`src/rtl/core/sspg_pkg.sv`:
```
// ----------------------------------------------------------------------------
// sspg_pkg
// Shared types and constants of the stepper step-pulse generator.
// ----------------------------------------------------------------------------
package sspg_pkg;

    // fixed point layout of increment and accumulator (Q16.24)
    localparam int FRAC_BITS    = 24;
    localparam int ACC_WIDTH    = 40;
    localparam int HI_W         = ACC_WIDTH - FRAC_BITS;

    localparam int SPEED_W      = 16;
    localparam int MAG_W        = 15;
    localparam int TICK_W       = 16;
    localparam int PROD_W       = MAG_W + TICK_W;
    localparam int DIV_STEPS    = PROD_W + FRAC_BITS;
    localparam int STEP_CNT_W   = $clog2(DIV_STEPS);

    localparam int US_PER_S_INT = 1000000;
    localparam int REM_W        = $clog2(US_PER_S_INT);
    localparam logic [REM_W:0] US_PER_S = (REM_W + 1)'(US_PER_S_INT);

    // accumulator is added one digit per cycle
    localparam int DIGIT_W      = 8;
    localparam int ACC_DIGITS   = ACC_WIDTH / DIGIT_W;
    localparam int DIGIT_CNT_W  = $clog2(ACC_DIGITS);

    localparam int CFG_IDX_W    = 2;
    localparam int CFG_DATA_W   = 16;

    localparam logic [MAG_W-1:0]  MAX_SPEED_RST = 15'd32767;
    localparam logic [TICK_W-1:0] TICK_US_RST   = 16'd100;
    localparam logic [MAG_W-1:0]  RAMP_STEP_RST = 15'd200;

    typedef enum logic [1:0] {
        MODE_TICK   = 2'd0,
        MODE_SET    = 2'd1,
        MODE_TARGET = 2'd2,
        MODE_RAMP   = 2'd3
    } t_mode;

    typedef enum logic [CFG_IDX_W-1:0] {
        CFG_MAX_SPEED = 2'd0,
        CFG_TICK_US   = 2'd1,
        CFG_INVERT    = 2'd2,
        CFG_RAMP_STEP = 2'd3
    } t_cfg_idx;

    typedef struct packed {
        logic [1:0]                mode;
        logic signed [SPEED_W-1:0] speed_value;
    } t_in_item;

    typedef struct packed {
        logic                      step_pulse;
        logic                      direction_level;
        logic signed [SPEED_W-1:0] current_speed;
    } t_out_item;

    // top level sequencer
    typedef enum logic [2:0] {
        ST_IDLE,
        ST_RAMP,
        ST_APPLY,
        ST_INCR,
        ST_ADD,
        ST_FIN,
        ST_OUT
    } t_state;

    // increment unit sequencer
    typedef enum logic [1:0] {
        IS_IDLE,
        IS_MUL,
        IS_DIV,
        IS_DONE
    } t_incr_state;

    typedef struct packed {
        logic              start;
        logic [MAG_W-1:0]  mag;
        logic [TICK_W-1:0] tick_us;
    } t_incr_req;

    typedef struct packed {
        logic                 done;
        logic [ACC_WIDTH-1:0] inc;
    } t_incr_rsp;

endpackage

```
`src/rtl/core/sspg_incr.sv`:
```
// ----------------------------------------------------------------------------
// sspg_incr
// Per-tick increment: mag * tick_us * 2^FRAC_BITS / 1e6, bit-serial
// shift-add multiply followed by restoring division, one bit per cycle.
// ----------------------------------------------------------------------------
module sspg_incr (
    input  logic               i_clk,
    input  logic               i_rst_n,
    input  sspg_pkg::t_incr_req i_req,
    output sspg_pkg::t_incr_rsp o_rsp
);
    import sspg_pkg::*;

    t_incr_state             r_state, n_state;
    logic [STEP_CNT_W-1:0]   r_cnt, n_cnt;
    logic [MAG_W-1:0]        r_mplier, n_mplier;
    logic [TICK_W-1:0]       r_tick, n_tick;
    logic [PROD_W-1:0]       r_prod, n_prod;
    logic [REM_W-1:0]        r_rem, n_rem;
    logic [ACC_WIDTH-1:0]    r_quo, n_quo;
    logic                    r_ovf, n_ovf;

    logic [REM_W:0]          trial;
    logic                    ge;
    logic                    mul_last, div_last;

    assign mul_last = (r_cnt == STEP_CNT_W'(MAG_W - 1));
    assign div_last = (r_cnt == STEP_CNT_W'(DIV_STEPS - 1));
    assign trial    = {r_rem, r_prod[PROD_W-1]};
    assign ge       = (trial >= US_PER_S);

    always_comb begin
        n_state = r_state;
        unique case (r_state)
            IS_IDLE: if (i_req.start) n_state = IS_MUL;
            IS_MUL:  if (mul_last) n_state = IS_DIV;
            IS_DIV:  if (div_last) n_state = IS_DONE;
            IS_DONE: n_state = IS_IDLE;
            default: n_state = IS_IDLE;
        endcase
    end

    always_comb begin
        n_cnt    = r_cnt;
        n_mplier = r_mplier;
        n_tick   = r_tick;
        n_prod   = r_prod;
        n_rem    = r_rem;
        n_quo    = r_quo;
        n_ovf    = r_ovf;
        o_rsp.done = 1'b0;
        o_rsp.inc  = r_ovf ? '1 : r_quo;
        unique case (r_state)
            IS_IDLE: begin
                if (i_req.start) begin
                    n_cnt    = '0;
                    n_mplier = i_req.mag;
                    n_tick   = i_req.tick_us;
                    n_prod   = '0;
                    n_rem    = '0;
                    n_quo    = '0;
                    n_ovf    = 1'b0;
                end
            end
            IS_MUL: begin
                // MSB first: shift, then add the multiplicand
                n_prod   = {r_prod[PROD_W-2:0], 1'b0}
                         + (r_mplier[MAG_W-1] ? PROD_W'(r_tick) : '0);
                n_mplier = {r_mplier[MAG_W-2:0], 1'b0};
                n_cnt    = mul_last ? '0 : r_cnt + 1'b1;
            end
            IS_DIV: begin
                // zeros shift in behind the product: the fraction bits
                n_prod = {r_prod[PROD_W-2:0], 1'b0};
                n_rem  = ge ? REM_W'(trial - US_PER_S) : REM_W'(trial);
                n_quo  = {r_quo[ACC_WIDTH-2:0], ge};
                n_ovf  = r_ovf | r_quo[ACC_WIDTH-1];
                n_cnt  = r_cnt + 1'b1;
            end
            IS_DONE: o_rsp.done = 1'b1;
            default: ;
        endcase
    end

    always_ff @(posedge i_clk) begin
        if (!i_rst_n) begin
            r_state <= IS_IDLE;
            r_cnt   <= '0;
        end else begin
            r_state <= n_state;
            r_cnt   <= n_cnt;
        end
        r_mplier <= n_mplier;
        r_tick   <= n_tick;
        r_prod   <= n_prod;
        r_rem    <= n_rem;
        r_quo    <= n_quo;
        r_ovf    <= n_ovf;
    end

endmodule

```
`src/rtl/core/stepper_step_pulse_generator.sv`:
```
// ----------------------------------------------------------------------------
// stepper_step_pulse_generator
// Step-pulse generator with speed ramp and fractional phase accumulator.
// ----------------------------------------------------------------------------
// Input channel (valid/ready) carries one beat per item: mode and a signed
// speed. Each item gives exactly one output beat with the step pulse, the
// direction level and the stored current speed.
// Items are handled one at a time; o_in_ready is high only while idle.
// Steps from input beat to output valid:
//   tick            the 40-bit accumulator add in 5 digits, saturate/step,
//                   output load
//   set target      output load only
//   set speed       apply, then the increment unit: a serial multiply and
//                   a serial divide by one million, one bit per cycle;
//                   ramp adds a ramp step before apply
// The output register lets the next input beat be taken while a result still
// waits; a stalled receiver holds the block in its output state once the next
// result is ready. Configuration is written via i_cfg_we/i_cfg_idx/i_cfg_data
// by the user only while idle; the block does not enforce it. Synchronous
// reset clears speeds, increment, acc., direction; loads 32767, 100, 0, 200.
// ----------------------------------------------------------------------------
module stepper_step_pulse_generator (
    input  logic                                i_clk,
    input  logic                                i_rst_n,
    input  logic                                i_in_valid,
    output logic                                o_in_ready,
    input  sspg_pkg::t_in_item                  i_in_data,
    output logic                                o_out_valid,
    input  logic                                i_out_ready,
    output sspg_pkg::t_out_item                 o_out_data,
    input  logic                                i_cfg_we,
    input  logic [sspg_pkg::CFG_IDX_W-1:0]      i_cfg_idx,
    input  logic [sspg_pkg::CFG_DATA_W-1:0]     i_cfg_data
);
    import sspg_pkg::*;

    t_state                    r_state, n_state;
    logic [DIGIT_CNT_W-1:0]    r_cnt, n_cnt;
    logic                      r_carry, n_carry;
    logic [ACC_WIDTH-1:0]      r_acc, n_acc;
    logic [ACC_WIDTH-1:0]      r_inc, n_inc;
    logic signed [SPEED_W-1:0] r_now, n_now;
    logic signed [SPEED_W-1:0] r_target, n_target;
    logic signed [SPEED_W-1:0] r_speed_new, n_speed_new;
    logic                      r_dir, n_dir;
    logic                      r_pulse, n_pulse;
    logic                      r_o_valid, n_o_valid;
    t_out_item                 r_out, n_out;

    logic [MAG_W-1:0]          r_max_speed;
    logic [TICK_W-1:0]         r_tick_us;
    logic                      r_invert;
    logic [MAG_W-1:0]          r_ramp_step;

    t_incr_req                 incr_req;
    t_incr_rsp                 incr_rsp;

    logic                      in_acc;
    logic                      out_free;
    logic                      add_last;
    logic [DIGIT_W:0]          dsum;
    logic [ACC_WIDTH-1:0]      sat_acc;
    logic [HI_W-1:0]           hi;
    logic signed [SPEED_W:0]   diff;
    logic [SPEED_W:0]          diff_mag;
    logic [SPEED_W:0]          ramp_mag;
    logic signed [SPEED_W:0]   ramp_speed;
    logic [SPEED_W:0]          abs_new;
    logic [MAG_W-1:0]          clamp_mag;

    assign o_in_ready  = (r_state == ST_IDLE);
    assign in_acc      = i_in_valid && o_in_ready;
    assign out_free    = !r_o_valid || i_out_ready;
    assign add_last    = (r_cnt == DIGIT_CNT_W'(ACC_DIGITS - 1));
    assign o_out_valid = r_o_valid;
    assign o_out_data  = r_out;

    // digit adder
    assign dsum = {1'b0, r_acc[DIGIT_W-1:0]} + {1'b0, r_inc[DIGIT_W-1:0]}
                + {{DIGIT_W{1'b0}}, r_carry};

    // saturate, then take one step when at least 1.0 is stored
    assign sat_acc = r_carry ? '1 : r_acc;
    assign hi      = sat_acc[ACC_WIDTH-1:FRAC_BITS];

    // ramp toward target by at most ramp_step
    assign diff       = {r_target[SPEED_W-1], r_target} - {r_now[SPEED_W-1], r_now};
    assign diff_mag   = diff[SPEED_W] ? (SPEED_W + 1)'(-diff) : diff;
    assign ramp_mag   = (diff_mag > (SPEED_W + 1)'(r_ramp_step))
                      ? (SPEED_W + 1)'(r_ramp_step) : diff_mag;
    assign ramp_speed = diff[SPEED_W]
                      ? {r_now[SPEED_W-1], r_now} - signed'(ramp_mag)
                      : {r_now[SPEED_W-1], r_now} + signed'(ramp_mag);

    // magnitude clamped to max_speed
    assign abs_new   = r_speed_new[SPEED_W-1]
                     ? (SPEED_W + 1)'(-{r_speed_new[SPEED_W-1], r_speed_new})
                     : {1'b0, r_speed_new};
    assign clamp_mag = (abs_new > (SPEED_W + 1)'(r_max_speed))
                     ? r_max_speed : abs_new[MAG_W-1:0];

    assign incr_req.start   = (r_state == ST_APPLY);
    assign incr_req.mag     = clamp_mag;
    assign incr_req.tick_us = r_tick_us;

    sspg_incr u_incr (
        .i_clk   (i_clk),
        .i_rst_n (i_rst_n),
        .i_req   (incr_req),
        .o_rsp   (incr_rsp)
    );

    always_comb begin
        n_state = r_state;
        unique case (r_state)
            ST_IDLE: begin
                if (in_acc) begin
                    unique case (t_mode'(i_in_data.mode))
                        MODE_TICK:   n_state = ST_ADD;
                        MODE_SET:    n_state = ST_APPLY;
                        MODE_TARGET: n_state = ST_OUT;
                        MODE_RAMP:   n_state = ST_RAMP;
                        default:     n_state = ST_OUT;
                    endcase
                end
            end
            ST_RAMP:  n_state = ST_APPLY;
            ST_APPLY: n_state = ST_INCR;
            ST_INCR:  if (incr_rsp.done) n_state = ST_OUT;
            ST_ADD:   if (add_last) n_state = ST_FIN;
            ST_FIN:   n_state = ST_OUT;
            ST_OUT:   if (out_free) n_state = ST_IDLE;
            default:  n_state = ST_IDLE;
        endcase
    end

    always_comb begin
        n_cnt       = r_cnt;
        n_carry     = r_carry;
        n_acc       = r_acc;
        n_inc       = r_inc;
        n_now       = r_now;
        n_target    = r_target;
        n_speed_new = r_speed_new;
        n_dir       = r_dir;
        n_pulse     = r_pulse;
        n_out       = r_out;
        n_o_valid   = r_o_valid && !i_out_ready;
        unique case (r_state)
            ST_IDLE: begin
                if (in_acc) begin
                    n_cnt       = '0;
                    n_carry     = 1'b0;
                    n_pulse     = 1'b0;
                    n_speed_new = i_in_data.speed_value;
                    if (t_mode'(i_in_data.mode) == MODE_TARGET) begin
                        n_target = i_in_data.speed_value;
                    end
                end
            end
            ST_RAMP:  n_speed_new = SPEED_W'(ramp_speed);
            ST_APPLY: begin
                n_now = r_speed_new;
                n_dir = (!r_speed_new[SPEED_W-1]) == r_invert;
            end
            ST_INCR:  if (incr_rsp.done) n_inc = incr_rsp.inc;
            ST_ADD: begin
                // rotate both words one digit so they land back in place
                n_acc   = {dsum[DIGIT_W-1:0], r_acc[ACC_WIDTH-1:DIGIT_W]};
                n_inc   = {r_inc[DIGIT_W-1:0], r_inc[ACC_WIDTH-1:DIGIT_W]};
                n_carry = dsum[DIGIT_W];
                n_cnt   = r_cnt + 1'b1;
            end
            ST_FIN: begin
                n_pulse = |hi;
                n_acc   = {hi - HI_W'(|hi), sat_acc[FRAC_BITS-1:0]};
            end
            ST_OUT: begin
                if (out_free) begin
                    n_o_valid             = 1'b1;
                    n_out.step_pulse      = r_pulse;
                    n_out.direction_level = r_dir;
                    n_out.current_speed   = r_now;
                end
            end
            default: ;
        endcase
    end

    always_ff @(posedge i_clk) begin
        if (!i_rst_n) begin
            r_state   <= ST_IDLE;
            r_o_valid <= 1'b0;
            r_acc     <= '0;
            r_inc     <= '0;
            r_now     <= '0;
            r_target  <= '0;
            r_dir     <= 1'b0;
        end else begin
            r_state   <= n_state;
            r_o_valid <= n_o_valid;
            r_acc     <= n_acc;
            r_inc     <= n_inc;
            r_now     <= n_now;
            r_target  <= n_target;
            r_dir     <= n_dir;
        end
        r_cnt       <= n_cnt;
        r_carry     <= n_carry;
        r_speed_new <= n_speed_new;
        r_pulse     <= n_pulse;
        r_out       <= n_out;
    end

    always_ff @(posedge i_clk) begin
        if (!i_rst_n) begin
            r_max_speed <= MAX_SPEED_RST;
            r_tick_us   <= TICK_US_RST;
            r_invert    <= 1'b0;
            r_ramp_step <= RAMP_STEP_RST;
        end else if (i_cfg_we) begin
            unique case (t_cfg_idx'(i_cfg_idx))
                CFG_MAX_SPEED: r_max_speed <= i_cfg_data[MAG_W-1:0];
                CFG_TICK_US:   r_tick_us   <= i_cfg_data[TICK_W-1:0];
                CFG_INVERT:    r_invert    <= i_cfg_data[0];
                CFG_RAMP_STEP: r_ramp_step <= i_cfg_data[MAG_W-1:0];
                default: ;
            endcase
        end
    end

endmodule

```
`config.mk`:
```
export PLATFORM = sky130hd
export DESIGN_NAME = stepper_step_pulse_generator
export DESIGN_NICKNAME = d
export VERILOG_FILES = /design/src/rtl/core/sspg_pkg.sv /design/src/rtl/core/sspg_incr.sv /design/src/rtl/core/stepper_step_pulse_generator.sv
export SDC_FILE = /design/constraint.sdc
export NUM_CORES = 1
export LEC_CHECK = 0
export BUFFER_PORTS_ARGS = -buffer_cell sky130_fd_sc_hd__clkbuf_2
export CAP_MARGIN = 30
export CELL_PAD_IN_SITES_DETAIL_PLACEMENT = 2
export CELL_PAD_IN_SITES_GLOBAL_PLACEMENT = 2
export CORE_MARGIN = 2
export CORE_UTILIZATION = 36
export DETAILED_ROUTE_END_ITERATION = 7
export MAX_ROUTING_LAYER = met4
export PLACE_DENSITY_LB_ADDON = 0.1
export SLEW_MARGIN = 15
export SYNTH_ARGS = -nofsm -noshare
export SYNTH_HDL_FRONTEND = slang
export SYNTH_SLANG_ARGS = --single-unit
```
`constraint.sdc`:
```
create_clock -name i_clk -period 7.25 [get_ports i_clk]
set_input_delay 2.175 -clock i_clk [delete_from_list [all_inputs] [get_ports i_clk]]
set_output_delay 2.175 -clock i_clk [all_outputs]
set_load 0.005 [all_outputs]
```
[Word-level counts from Yosys, hierarchy flattened]
Index checks and enable logic that the tools add are counted.
Word-level totals
  flip-flop bits (word level): 334
  bits of input ports: 41
  output and inout port bits: 20
  logic and storage cells: 151
Cells by class
  add/sub/neg operators: 12
  order comparisons: 3
  eq/ne operators: 27
  mux-type cells: 45
  bitwise logic cells: 1
  reductions and logical operators: 36
Operators with widths (number)
  case mux 40 bit (2 select lines): 3
  two-way mux 40 bit: 4
  case mux 31 bit (3 select lines): 1
  two-way mux 16 bit: 4
  two-way mux 20 bit: 2
  case mux 20 bit (2 select lines): 1
  > comparator 17 x 15 -> 1 bit: 2
  two-way mux 17 bit: 2
  negator 17 bit: 2
  case mux 16 bit (2 select lines): 1
  adder 31 bit: 1
  two-way mux 31 bit: 1
  two-way mux 15 bit: 2
  case mux 15 bit (2 select lines): 1
  AND reduction 2 bit: 14
  >= comparator 21 x 20 -> 1 bit, second input constant: 1
  case mux 3 bit (7 select lines): 1
  subtractor 20 bit, second input constant: 1
  case mux 6 bit (3 select lines): 1
  subtractor 16 x 16 -> 17 bit: 1
  adder 16 bit: 1
  OR reduction 16 bit: 1
  subtractor 16 x 1 -> 16 bit: 1
  subtractor 16 bit: 1
  32 further kinds: 74

[Longest topological paths before layout]
Gate-level depths: netlist of the first run.
  depth in word-level cells: 8
  depth in mapped cells: 36
  gate-level depth less buffers: 34

[Modules after synthesis]
A second synthesis of the first run with hierarchy kept.
Second synthesis, totals
  cell total of the unflattened synthesis: 2146
  area total of the unflattened synthesis: 19467.4 um^2
By module, submodules not included
  stepper_step_pulse_generator: times used 1, cells each 1557, area an instance 12575.8 um^2, seq. area each 4454.3 um^2
  sspg_incr: times used 1, cells each 589, area an instance 6891.6 um^2, seq. area each 3853.7 um^2

[Least setup slack after synthesis of the first run]
Ideal clock, no wire load.
  kind: register -> register
  from: register r_target[0]
  to: register r_speed_new[15], data pin
  setup time: 0.135 ns
  data arrival time: 7.315 ns
  data required time: 7.115 ns
  path slack: -0.200 ns
  cell stages (with the launch flop): 35
  path buffers: 1
  cell sequence: dfxtp_1 inv_1 ha_1 fa_1 nand2b_1 a21o_1 a311o_1 o21bai_1 nor3_2 a31oi_1 xor2_1 inv_1 ha_1 a21o_1 a21o_1 a211oi_1 o22ai_1 o32ai_1 o211ai_4 buf_6 mux2i_1 nand2_1 xnor2_1 ha_1 nor2b_1 o21a_1 o21ai_0 a211o_1 nand4_1 a31oi_1 or4b_2 o311a_1 nor3_1 or3b_1 nand3_1
Between the ends
  cells in the longest elaborated chain, start to end: 8
Ends and longest elaborated chain
  start, declared: line stepper_step_pulse_generator.sv:43  | logic signed [SPEED_W-1:0] r_target, n_target;
  start signal, assigned: line stepper_step_pulse_generator.sv:205  | r_target <= n_target;
  subtractor 16 x 16 -> 17 bit *: line stepper_step_pulse_generator.sv:87  | assign diff = {r_target[SPEED_W-1], r_target} - {r_now[SPEED_W-1], r_now};
  negator 17 bit: line stepper_step_pulse_generator.sv:88  | assign diff_mag = diff[SPEED_W] ? (SPEED_W + 1)'(-diff) : diff;
  two-way mux 17 bit: line stepper_step_pulse_generator.sv:88
  > comparator 17 x 15 -> 1 bit: line stepper_step_pulse_generator.sv:89  | assign ramp_mag = (diff_mag > (SPEED_W + 1)'(r_ramp_step))
  two-way mux 16 bit: line stepper_step_pulse_generator.sv:90  | ? (SPEED_W + 1)'(r_ramp_step) : diff_mag;
  adder 16 bit or subtractor 16 bit (tied branches): line stepper_step_pulse_generator.sv:93, stepper_step_pulse_generator.sv:92
  two-way mux 16 bit *: line stepper_step_pulse_generator.sv:92  | ? {r_now[SPEED_W-1], r_now} - signed'(ramp_mag)
  case mux 16 bit (2 select lines) *: line stepper_step_pulse_generator.sv:149  | unique case (r_state)
  named net n_speed_new[15]: line stepper_step_pulse_generator.sv:44  | logic signed [SPEED_W-1:0] r_speed_new, n_speed_new;
  end signal, assigned: line stepper_step_pulse_generator.sv:210  | r_speed_new <= n_speed_new;
  end, declared: line stepper_step_pulse_generator.sv:44
Mark *: on every way through the listed nets, which the timed path passes. The rest lies on a longest branch.
A chain may end at the register's enable or synchronous reset.

[Worst setup path after layout of the first run]
Same ends and word-level chain as after synthesis.

==> reports/qor.csv, run 1 <==
stage,metric,value,unit
job,max-cap check violation count,0,
sta,Peak Freq,141,MHz
drt,Via density,5.48,
floorplan,I/O Pins,61,
critical_path,CP required,7.68,ns
run_status,status,"finished, final reports clean",
power,Max VDD drop,228,µV
logic_synthesis,"Async S/R FF share, synth",0,%
critical_path,reg2reg end,r_speed_new[15],
floorplan,Initial Utilization,36.6,%
critical_path,R2R depth,33,
critical_path,kind of critical path,register to register,
drt,drt wl/cell,21.5,µm
logic_synthesis,Synth Cell Area,0.0189,mm²
sta,"Setup violations, final",0,
sta,Final Hold Fails,0,
sta,TNS Setup,0,ns
clock_tree,CTS tree,yes,
finish,Area Growth Syn to Fin,18.6,%
global_routing,largest net degree at the start of global routing,83,
global_routing,initial antenna violation count,3,
finish,"most common cell after layout, fill and taps aside",nand2_1,
floorplan,Die W,233,µm
logic_synthesis,register bit total from synthesis,334,
finish,most frequent cells in the layout,"nand2_1 (314), nor2_1 (178), a21oi_1 (175), dfxtp_1 (171), edfxtp_1 (162)",
drt,drt first pass iters,5,
sta,Tmin final,7.09,ns
logic_synthesis,dominant synthesized flop cell,dfxtp_1,
logic_synthesis,Yosys warning total,0,
logic_synthesis,register area share after synthesis,44.1,%
drt,number of DRC markers in iteration 0,659,
critical_path,R2R setup slack,0.16,ns
logic_synthesis,count of cell types in the netlist,84,
power,PwrDens,470,mW/mm²
clock_tree,Root Driver,clkbuf_16,
floorplan,chip height,233,µm
global_routing,gr ovfl total,0,
sta,Final Max Slew Viols,0,
sta,Worst-Margin Slew,0.953,ns
placement,dpl hpwl,46000,µm
logic_synthesis,Post-synth EDFFs,162,
drt,DRT antenna net count,0,
sta,RSZ-0062 raised after global routing,yes,
clock_tree,clock sink count,334,
floorplan,FP Rows,83,
global_routing,vias in the first global route,18000,
critical_path,"slowest stage delay, CP",0.49,ns
critical_path,arrival time of the worst setup path,7.53,ns
logic_synthesis,syn avg cell area,8.80,µm²
clock_tree,# hold bufs at CTS,0,
global_routing,GRT Total Usage,24.7,%
critical_path,origin of the worst setup path,r_target[0],
critical_path,Worst path slowest cell,or4b_4,
power,Tot Pwr,10.5,mW
finish,share of cells above drive strength 1,14.9,%
global_routing,first-pass GRT wire length,102000,µm
clock_tree,H-tree level count,2,
floorplan,die area,0.0542,mm²
logic_synthesis,most area-hungry cell type in the Yosys netlist,edfxtp_1,
clock_tree,CTS Buf Count,42,
sta,final clock skew,0.0128,ns
floorplan,area of the core,0.0515,mm²
logic_synthesis,Mapped Nets,2290,
clock_tree,"Clk pin slew, worst setup/hold paths",0.06,ns
critical_path,crit start category,register,
worst_hold_path,worst hold path type,register to register,
sta,final cycle utilization of the critical path,97.8,%
critical_path,crit path max fanout,8,
placement,I/O Buffers,60,
clock_tree,later-pin clock latency in the skew report,0.58,ns
drt,routed wire length,64400,µm
finish,Nets,2422,
critical_path,Reg-to-Reg Start,r_target[0],
drt,drc violations,0,
clock_tree,Max clock buf depth,3,
sta,worst hold slack,0.430,ns
logic_synthesis,post-synth top area share,25.8,%
critical_path,Critical Path Sink,r_speed_new[15],
power,Leak,8.70,nW
drt,via count,16400,
sta,Max-slew headroom,36.2,%
critical_path,critical path capture point type,register,
placement,gp weighted congestion,0.880,
logic_synthesis,Area contributors post-synth,"edfxtp_1 (26%), dfxtp_1 (18%), ha_1 (6.7%)",
logic_synthesis,synthesized instance count,2143,
==> through the flow <==
step	instance area (µm²)	utilization [%]	setup slack, ns	std cells
floorplan	18900	-	0.00976	2143
global placement	20500	39.7	-0.0259	2877
detailed placement	20500	39.8	-0.443	2881
CTS	22100	42.9	0.0126	2978
global route	22400	43.4	-0.198	2990
finish	22400	43.4	0.156	2990
==> state kept, by name (all words and copies together) (netlist names), 3 cells and up <==
register,flops
o_out_data,18
u_incr.r_rem,20
r_ramp_step,15
u_incr.r_quo,40
r_tick_us,16
u_incr.r_prod,31
r_cnt,3
r_target,16
r_state,3
u_incr.r_mplier,15
r_speed_new,16
r_now,16
r_inc,40
r_acc,40
r_max_speed,15
u_incr.r_tick,16
u_incr.r_cnt,6
==> critical path, delay by kind of cell (launching register included) <==
| family | cells | cell delay [ns] |
|---|---|---|
| xor gates and xnor gates | 2 | 0.25 |
| AOI/OAI and AO/OA | 11 | 2.03 |
| and+or+nand+nor | 13 | 2.74 |
| DFF | 1 | 0.33 |
| buffers and inverters | 2 | 0.21 |
| adders and majority gates | 4 | 1.11 |
| muxes | 1 | 0.30 |
==> cells by family (layout without fill, tap and decap cells) <==
group | count (synthesis) | count (layout) | share of synthesized area [%]
AOI/OAI and AO/OA | 496 | 496 | 16.3
xor gates and xnor gates | 99 | 99 | 4.60
adders and majority gates | 106 | 106 | 7.23
buffers and inverters | 209 | 375 | 4.29
DFF | 334 | 334 | 44.1
muxes | 37 | 37 | 2.00
other | 0 | 1 | 0
and+or+nand+nor | 862 | 862 | 21.5
==> Yosys cell counts (all sizes together), types with 14 or more instances <==
cell type	number
and3	17
o211ai	29
and2	72
nand4	14
ha	101
buf	19
xor2	35
or3	21
o21a	15
a21o	19
nor2	180
nand3	46
nor2b	17
clkbuf	95
mux2i	32
o21ai	105
dfxtp	172
nor3	110
a21oi	182
nand2	314
a31oi	32
inv	93
nor4	15
xnor2	64
a211oi	18
edfxtp	162
==> power breakdown <==
| group | internal (mW) | leakage, nW | switching, mW |
|---|---|---|---|
| clock | 1.22 | 0.645 | 0.865 |
| combinational | 2.49 | 5.11 | 3.22 |
| sequential | 2.43 | 2.94 | 0.281 |
==> how the worst min path moves through the flow <==
stage                   from           endpoint  slack, ns  cells after the start
3_3_place_gp   r_tick_us[10]  u_incr.r_tick[10]       0.42                      0
3_5_place_dp    r_tick_us[2]   u_incr.r_tick[2]       0.42                      0
5_1_grt        r_tick_us[10]  u_incr.r_tick[10]       0.44                      0
4_1_cts                r_dir     o_out_data[16]       0.43                      0
2_1_floorplan        r_pulse     o_out_data[17]       0.40                      0
6_report       r_tick_us[10]  u_incr.r_tick[10]       0.43                      0
==> metal layers <==
metal / up-vias / GRT usage [%] / wire (µm)
met4: 0 / 6.49 / 1480
li1: 7877 / - / -
met1: 8239 / 31.5 / 30200
met5: - / - / 0
met3: 85 / 2.73 / 1480
met2: 193 / 41.5 / 31300
==> final cells by class <==
| class | instances | area (µm²) |
|---|---|---|
| Fill cell | 5724 | 29100 |
| Multi-Input combinational cell | 1600 | 10100 |
| Sequential cell | 334 | 8310 |
| Timing Repair Buffer | 202 | 1430 |
| Clock buffer | 59 | 1150 |
| Tap cell | 680 | 851 |
| Inverter | 95 | 359 |
| Clock inverter | 19 | 199 |
| Antenna cell | 1 | 2.50 |
==> what timing repair did <==
item                       4_1_cts  5_1_grt
setup endpoints to repair        4        7
gates cloned                     0        0
pin swaps                       19       30
resized for setup               25       34
buffers inserted                19       10
(Power assumes the default switching activity.)
==> run 2: changes to the inputs <==
--- a/config.mk
+++ b/config.mk
@@ -9,7 +9,7 @@
 export CAP_MARGIN = 30
 export CELL_PAD_IN_SITES_DETAIL_PLACEMENT = 2
 export CELL_PAD_IN_SITES_GLOBAL_PLACEMENT = 2
-export CORE_MARGIN = 2
+export CORE_MARGIN = 1
 export CORE_UTILIZATION = 36
 export DETAILED_ROUTE_END_ITERATION = 7
 export MAX_ROUTING_LAYER = met4
==> reports/qor.csv, run 2 (synthesis gave the netlist of run 1 again) <==
stage,metric,value,unit,change
sta,RSZ-0062 raised after global routing,yes,,
critical_path,crit path max fanout,7,,-1
sta,Final Max Slew Viols,0,,unchanged
finish,final core utilization,43.9,%,+0.45 points
sta,Final Hold Fails,0,,unchanged
drt,DRT antenna net count,0,,unchanged
run_status,status,"finished, final reports clean",,
global_routing,GRT Total Usage,24.8,%,+0.12 points
global_routing,initial antenna violation count,0,,-3
sta,worst hold slack,0.439,ns,+0.00914 ns
global_routing,gr ovfl total,0,,unchanged
finish,most frequent cells in the layout,"nand2_1 (314), nor2_1 (178), a21oi_1 (176), dfxtp_1 (171), edfxtp_1 (162)",,
worst_hold_path,worst hold path type,register to register,,
power,Max VDD drop,241,µV,+5.8%
placement,I/O Buffers,60,,unchanged
clock_tree,CTS tree,yes,,
clock_tree,Max clock buf depth,3,,unchanged
drt,routed wire length,64700,µm,+0.47%
worst_hold_path,HP Start,r_tick_us[11],,
placement,placed cell areas,0.0206,mm²,+0.44%
finish,"most common cell after layout, fill and taps aside",nand2_1,,
critical_path,arrival time of the worst setup path,7.60,ns,+0.07 ns
sta,Setup WS post-layout,0.0914,ns,-0.0647 ns
finish,share of cells above drive strength 1,15.7,%,+0.85 points
power,Leak,8.81,nW,+1.3%
drt,via count,16400,,+0.037%
job,max-cap check violation count,0,,unchanged
clock_tree,CTS Buf Count,42,,unchanged
sta,TNS Setup,0,ns,unchanged
worst_hold_path,Hold Path End,u_incr.r_tick[11],,
clock_tree,# hold bufs at CTS,0,,unchanged
global_routing,largest net degree at the start of global routing,83,,unchanged
sta,Tmin final,7.16,ns,+0.0647 ns
finish,antenna fix cells,0,,-1
clock_tree,"Clk pin slew, worst setup/hold paths",0.06,ns,about the same
sta,Worst-Margin Slew,0.872,ns,-0.0812 ns
floorplan,Die W,231,µm,-0.86%
floorplan,Initial Utilization,36.6,%,unchanged
drt,number of DRC markers in iteration 0,708,,+7.4%
placement,# placed instances,2892,,+0.38%
sta,"Setup violations, final",0,,unchanged
critical_path,Worst path slowest cell,or4b_4,,
clock_tree,Root Driver,clkbuf_16,,
global_routing,vias in the first global route,17800,,-0.72%
critical_path,CP required,7.69,ns,about the same
floorplan,I/O Pins,61,,unchanged
drt,drt wl/cell,21.6,µm,+0.21%
critical_path,crit start category,register,,
sta,Max-slew headroom,41.9,%,+5.7 points
drt,Via density,5.47,,-0.23%
finish,Nets,2432,,+0.41%
placement,dpl hpwl,46500,µm,+1.0%
drt,drc violations,0,,unchanged
finish,number of fillers in the final layout,5723,,-0.017%
finish,Largest regs,"r_acc (40), r_inc (40), u_incr.r_quo (40)",,
critical_path,R2R setup slack,0.09,ns,-0.06 ns
finish,Final Instance Area,0.0226,mm²,+1.0%
power,Tot Pwr,10.8,mW,+3.2%
clock_tree,later-pin clock latency in the skew report,0.59,ns,about the same
worst_hold_path,Cells on Worst Hold Path,0,,unchanged
clock_tree,H-tree level count,2,,unchanged
critical_path,Reg-to-Reg Start,r_now[0],,
drt,drt first pass iters,4,,-1
placement,Place WS,-0.530,ns,-0.0870 ns
critical_path,critical path capture point type,register,,
clock_tree,clock sink count,334,,unchanged
critical_path,"slowest stage delay, CP",0.48,ns,about the same
critical_path,kind of critical path,register to register,,
floorplan,area of the core,0.0515,mm²,unchanged
finish,non-filler instance count after layout,2998,,+0.27%
global_routing,first-pass GRT wire length,101000,µm,-0.83%
critical_path,R2R depth,30,,-9.1%
sta,Peak Freq,140,MHz,-0.90%
critical_path,reg2reg end,r_speed_new[15],,
sta,final clock skew,0.0230,ns,+0.0103 ns
floorplan,FP Rows,83,,unchanged
power,PwrDens,480,mW/mm²,+2.1%
placement,gp weighted congestion,0.855,,-2.9%
finish,Area Growth Syn to Fin,19.8,%,
floorplan,chip height,231,µm,-0.86%
sta,final cycle utilization of the critical path,98.7,%,+0.89 points
floorplan,die area,0.0533,mm²,-1.7%
## run 2: changes by cell type in the layout (fill, tap and decap cells not counted), moves of 3 or more
cell	previous run	this run
clkbuf_1	15	5
buf_6	4	10
buf_4	134	138
clkinv_1	5	9
o21ai_0	89	93
clkbuf_8	1	4
clkinvlp_4	4	1
o21ai_1	11	8
xnor2_1	60	57
xnor2_2	4	7
## run 2: worst max path at each step
stage	start	slack, ns	endpoint	cells after the start
3_3_place_gp	r_target[0]	-0.04	r_speed_new[15]	34
3_5_place_dp	r_target[0]	-0.53	r_speed_new[15]	33
5_1_grt	r_target[0]	-0.29	r_speed_new[15]	31
6_report	r_now[0]	0.09	r_speed_new[15]	30
4_1_cts	r_target[0]	0.008	r_speed_new[15]	31
2_1_floorplan	r_target[0]	0.01	r_speed_new[15]	33
## run 2: per-layer routing
layer	wire length [µm]	global-route usage (%)
met1	30400	31.9
met2	31400	41.5
met3	1410	2.72
met4	1410	5.94
met5	0	-
## run 2: worst max-delay path: cells and delay by family (launching register included)
family                   cells  cell delay, ns
AND/OR/NAND/NOR             12            2.96
XOR/XNOR                     2            0.21
adder cells (fa/ha/maj)      4            1.16
AO/OA/AOI/OAI                9            1.86
buffers and inverters        2            0.31
multiplexers                 1            0.18
flip-flops                   1            0.34
## run 2: final cells by class
cell class | instances | area [µm²] | share of cell area (%)
multi-input cells | 1600 | 10100 | 44.8
well taps | 680 | 851 | 3.77
inverters | 95 | 359 | 1.59
clock inverters | 23 | 218 | 0.964
flip-flops and latches | 334 | 8310 | 36.8
repair buffers | 212 | 1530 | 6.76
clock buffers | 54 | 1200 | 5.31
## run 2: power by group
group / switching (mW) / internal [mW]
registers: 0.282 / 2.43
logic: 3.29 / 2.65
clock network: 0.875 / 1.31
total: 4.44 / 6.39
## run 2: what timing repair did
item	in CTS	in global routing
pin swaps	21	32
buffers inserted	15	12
resized for setup	33	33
setup endpoints to repair	4	4
endpoints found under the hold margin	0	0
